### config.mk
export PLATFORM = sky130hd
export DESIGN_NAME = tccw_sweep
export DESIGN_NICKNAME = d
export VERILOG_FILES = /design/src/hdl/tccw_pkg.sv /design/src/hdl/tccw_sweep.sv
export SDC_FILE = /design/constraint.sdc
export NUM_CORES = 1
export LEC_CHECK = 0
export ABC_CLOCK_PERIOD_IN_PS = 2050
export BUFFER_PORTS_ARGS = -buffer_cell sky130_fd_sc_hd__buf_4
export CAP_MARGIN = 15
export CORE_MARGIN = 3
export CORE_UTILIZATION = 45
export DETAILED_ROUTE_END_ITERATION = 6
export PLACE_DENSITY = 0.77
export SYNTH_ARGS = -nofsm -noshare
export SYNTH_HDL_FRONTEND = slang
export SYNTH_SLANG_ARGS = --single-unit
### constraint.sdc
create_clock -name clk -period 2.05 [get_ports clk]
set_input_delay 0.41 -clock clk [delete_from_list [all_inputs] [get_ports clk]]
set_output_delay 0.41 -clock clk [all_outputs]
set_load 0.005 [all_outputs]
### src/hdl/tccw_pkg.sv
// Shared types and constants for the text console cell writer.
// No dependencies; imported by the top module and tccw_sweep.
`timescale 1ns / 1ps

package tccw_pkg;

  // operation codes
  localparam logic [1:0] OP_PUT   = 2'd0;
  localparam logic [1:0] OP_CLEAR = 2'd1;
  localparam logic [1:0] OP_READ  = 2'd2;

  // configuration register indexes
  localparam logic [1:0] REG_NUM_COLS   = 2'd0;
  localparam logic [1:0] REG_NUM_ROWS   = 2'd1;
  localparam logic [1:0] REG_DEFAULT_FG = 2'd2;
  localparam logic [1:0] REG_DEFAULT_BG = 2'd3;

  // control characters
  localparam logic [15:0] CODE_BS = 16'h0008;
  localparam logic [15:0] CODE_LF = 16'h000A;
  localparam logic [15:0] CODE_CR = 16'h000D;

  // register reset values
  localparam logic [7:0]  RESET_NUM_COLS = 8'd80;
  localparam logic [6:0]  RESET_NUM_ROWS = 7'd25;
  localparam logic [23:0] RESET_FG       = 24'hCCCCCC;
  localparam logic [23:0] RESET_BG       = 24'h050505;

  typedef struct packed {
    logic [1:0]  operation;
    logic [15:0] char_code;
    logic [23:0] fg_color;
    logic [23:0] bg_color;
    logic [5:0]  read_row;
    logic [6:0]  read_col;
  } cmd_t;

  typedef struct packed {
    logic [6:0]  cursor_column;
    logic [5:0]  cursor_line;
    logic        scrolled;
    logic [15:0] cell_char;
    logic [23:0] cell_fg;
    logic [23:0] cell_bg;
  } rsp_t;

  typedef struct packed {
    logic [15:0] code;
    logic [23:0] fg;
    logic [23:0] bg;
  } cell_t;

  localparam int CELL_W = $bits(cell_t);

  // controls for the grid sweep counter
  typedef struct packed {
    logic load;
    logic step;
  } sweep_ctl_t;

endpackage

### src/hdl/tccw_sweep.sv
// Row/column sweep counter shared by reset fill, clear and scroll.
// Depends on tccw_pkg for the control struct.
`timescale 1ns / 1ps

module tccw_sweep #(
  parameter int RW = 6,
  parameter int CW = 7
) (
  input  logic                   clk,
  input  logic                   rst,
  input  tccw_pkg::sweep_ctl_t   ctl,
  input  logic [RW-1:0]          row_first,
  input  logic [RW-1:0]          row_last,
  input  logic [CW-1:0]          col_last,
  output logic [RW-1:0]          row,
  output logic [CW-1:0]          col,
  output logic                   last
);

  import tccw_pkg::*;

  always_ff @(posedge clk) begin
    if (rst) begin
      row <= '0;
      col <= '0;
    end else if (ctl.load) begin
      row <= row_first;
      col <= '0;
    end else if (ctl.step) begin
      if (col == col_last) begin
        col <= '0;
        row <= RW'(row + RW'(1));
      end else begin
        col <= CW'(col + CW'(1));
      end
    end
  end

  assign last = (row == row_last) && (col == col_last);

endmodule
* After elaboration in Yosys (flattened, before gate mapping)
Cells that the tools add are included.
** Cells by class
- Reductions and logical operators :: 5
- Mux-type cells :: 4
- Add/subtract/negate cells :: 2
- Equal/unequal tests :: 2
** Operators by type and width (number)
- $mux W6 :: 3
- $add A7 B1 Y7 const B :: 1
- $eq A7 B7 Y1 :: 1
- $mux W7 :: 1
- $add A6 B1 Y6 const B :: 1
- $eq A6 B6 Y1 :: 1
- $reduce_bool A2 Y1 :: 2
- $reduce_and A2 Y1 :: 1
- $reduce_or A2 Y1 :: 1
- $logic_and A1 B1 Y1 :: 1
** Word-level totals
- Bits of input ports :: 23
- Register bits after elaboration :: 13
- Output and inout port bits :: 14
- Word-level logic and storage cells :: 15

* Logic depth before layout (Yosys ltp)
- Depth in word-level cells :: 4
- Depth in mapped cells :: 5
- Gate-level depth less buffers :: 5

* Worst setup path after synthesis
OpenSTA, ideal clock, no wires.
- Kind :: input -> register
- Start :: in ctl[0] in the netlist's numbering
- End :: reg row[2]
- Required time :: 1932 ps
- Stages on the path :: 5
- Arrival time :: 1699 ps
- Path buffers :: 1
- Slack :: 233 ps
- Library setup time :: 118 ps
- Cell sequence :: clkbuf_1 -> nand2_1 -> or4_4 -> or4b_1 -> o2111a_1
** Between the ends
- Cells in the longest elaborated chain, start to end :: 2
** RTL lines
- start: declaration :: line tccw_sweep.sv:11 : input tccw_pkg::sweep_ctl_t ctl,
- $reduce_bool A2 Y1 (no source line)
- $reduce_and A2 Y1 (no source line)
- end signal: assignment :: line tccw_sweep.sv:27 : row <= row_first;
- end signal: assignment :: line tccw_sweep.sv:32 : row <= RW'(row + RW'(1));
- end: declaration :: line tccw_sweep.sv:15 : output logic [RW-1:0] row,
No other way between the ends.
A chain may end at the register's enable or synchronous reset.

* Final worst setup path
- Start :: reg col[6]
- End :: out last
** Between the ends
- Cells in the longest elaborated chain, start to end :: 2
** RTL lines
- start: declaration :: line tccw_sweep.sv:16 : output logic [CW-1:0] col,
- start signal: assignment :: line tccw_sweep.sv:34 : col <= CW'(col + CW'(1));
- $eq A7 B7 Y1 :: line tccw_sweep.sv:39 : assign last = (row == row_last) && (col == col_last);
- $logic_and A1 B1 Y1 :: line tccw_sweep.sv:39
- end: declaration :: line tccw_sweep.sv:17 : output logic last
No other way between the ends.

==> metrics <==
largest net degree at the start of global routing 21; Leak roughly 0.56 nW; Setup CP Type register to primary output; Ant. Diodes 0; number of fill cells roughly 140; area occupied by multi-input gates ~610 um^2; Die Y-Extent 49.3 um; WP data arrival 1600 ps; Placed Cells incl. Taps around 160; Power Total 0.571 mW; slew margin rel. 0.792; TritonCTS clock tree done; initial antenna violation count 0; Final Hold Violating Endpoints 0; Flop pwr share 0.473; Core Box Area 0.00175 mm^2; maximum VDD drop 0.445 mV; total grt overflow 0; Int Power a little over 0.4 mW; Post-synth EDFFs 0; setup violators final 0; post-synthesis cell type count 31; Core Util, Final 0.748; hold_buf cts 0; H-tree Lvls 1; Clock Tree Buf Depth 2; outcome finished, final reports clean; power share of the clock group 0.282; async set-reset flop share out of synthesis 0; Critical Path Sink Type primary output; DP HPWL between 1500 and 2000 um; Tcrit/Tclk final 0.980; Clock Skew approximately 0.74 ps; CP max stage delay 550 ps; root buffer cell clkbuf_4; row count 15; Tmin final about 2000 ps; Synthesis Warnings 0; synthesis-to-finish area growth 54.7%; first-pass GRT wire length between 4000 and 5000 um; main flop type after synthesis dfxtp_1; drc violations 0; DR WL/cell around 14 um; Routed WL about 2400 um; commonest non-fill, non-tap cell in the layout buf_4; FF+latch area 274 um^2; slowest cell on the critical path or4_4; unrepaired setup endpoints after global routing true; # port buffers 36; Critical Path RT approximately 1600 ps; crit path launch type register; CTS Sinks 13; vias per inst about 5.4; sequential element share of the synthesized area 0.309; Num CTS Buffers 3; Post-Syn Nets between 100 and 150; Cells after Synth between 90 and 100; clk_lat worst skew approximately 270 ps; gpl congestion between 0.8 and 0.9; post-route ant nets 0; detailed-route via count approximately 910; final std cells w/o fill 170; fmax around 500 MHz; GRT Util Overall 0.215; Setup TNS Final 0 ps; cell chain of the critical path xor2_2 -> or4_4 -> nor4_4 -> buf_4; Hold Path Class input pin to register; sw frac 0.275; Initial Util 0.483; Die Span X 49.3 um; Clk pin slew, worst setup/hold paths around 80 ps; Worst-Margin Slew between 300 and 400 ps; I/O pin cnt 37; vias in the first global route about 940; Max-Cap Viols 0; initial DRC count 9; NetSw 0.157 mW; DRT Pass-1 Iters 4; Post-Syn Area per Cell ~8.6 um^2; cell area after synthesis about 840 um^2; PwrDens about 440 mW/mm^2; Gate power share 0.245; crit-path max FO 3; Layout Nets ~170; share of layout cells above drive strength 1 0.469; die footprint 0.00243 mm^2; post-synthesis register bit count 13; most frequent cells in the layout buf_4 (48), xnor2_1 (9), nor2_1 (8), nor4_1 (8); Max Slew Vio Count 0
[metal layers]
| metal | track usage | up-vias | part of all wire |
|---|---|---|---|
| met5 | 0 | - | 0 |
| met1 | 0.257 | 417 | 0.41 |
| met4 | 0.0758 | 0 | 0.021 |
| met3 | 0.0428 | 6 | 0.056 |
| li1 | - | 458 | - |
| met2 | 0.375 | 31 | 0.51 |
[path summary, 6_finish.rpt]
check,from,end,slack [ps],cells past startpoint
worst max-delay path,col[6]$_SDFFE_PP0P_,last,40,4
worst min-delay path,rst,col[0]$_SDFFE_PP0P_,360,2
worst max register to register,col[0]$_SDFFE_PP0P_,row[2]$_SDFFE_PP0P_,270,4
worst min register to register,row[3]$_SDFFE_PP0P_,row[3]$_SDFFE_PP0P_,590,2
[power by group through the flow]
stage | combinational [mW] | clock, mW | sequential (mW)
after floorplan | 0.0591 | 0 | 0.280
after global placement | 0.123 | 0 | 0.279
after detailed placement | 0.127 | 0 | 0.279
after CTS | 0.133 | 0.161 | 0.270
after global routing | 0.152 | 0.179 | 0.272
final | 0.140 | 0.161 | 0.270
[cell families (layout without fill, tap and decap cells)]
| family | after synthesis | after routing | synth area share |
|---|---|---|---|
| mux | 1 | 1 | 0.0119 |
| flops | 13 | 13 | 0.309 |
| compound gates | 13 | 13 | 0.122 |
| buf+inv | 7 | 54 | 0.0312 |
| simple gates | 43 | 43 | 0.300 |
| fa+ha+maj | 2 | 2 | 0.0297 |
| xor+xnor | 19 | 19 | 0.197 |
[cell usage after synthesis (2+ instances only)]
library cell	number	share of area
nand4_1	5	0.037
nand3_1	2	0.012
nor4_1	9	0.067
clkbuf_1	5	0.022
nand2_1	4	0.018
ha_1	2	0.030
xor2_1	8	0.083
o221ai_1	2	0.021
and3_1	2	0.015
inv_1	2	0.0089
xnor2_1	11	0.11
dfxtp_1	13	0.31
a211oi_1	2	0.018
nor2_1	8	0.036
o21a_1	2	0.018
nor3_1	3	0.018
o21ai_0	3	0.018
or2_2	2	0.015
[per-stage QoR]
| stage | setup WS, ps | area, um^2 | hold slack [ps] |
|---|---|---|---|
| 5_1_grt | -54.9 | 1310 | 364 |
| 6_report | 42.0 | 1310 | 364 |
| 3_3_place_gp | -16.9 | 1190 | 569 |
| 4_1_cts | -115 | 1280 | 359 |
| 2_1_floorplan | 233 | 843 | 558 |
| 3_5_place_dp | -85.2 | 1190 | 570 |
[area by class of cell]
class | count | share of cell area
Clock buffer | 4 | 0.0201
Sequential cell | 13 | 0.210
Tap cell | 25 | 0.0240
Timing Repair Buffer | 48 | 0.276
Inverter | 2 | 0.00575
Multi-Input combinational cell | 78 | 0.464
[registers in the layout (all words and copies together) (netlist names)]
register and cells:
row 6, col 7
[worst max-delay path: cells and delay by family (launching register included)]
family	cells	cell delay, ps
flip-flops	1	340
XOR/XNOR	1	160
AND/OR/NAND/NOR	2	680
buffers and inverters	1	140
[timing repair]
item                                    4_1_cts  5_1_grt
pin swaps                                     9        1
setup buffers                                 3        0
gates resized for setup                      12        4
endpoints found under the setup margin        1        1
No activity file was read; power rests on OpenSTA's default activity.
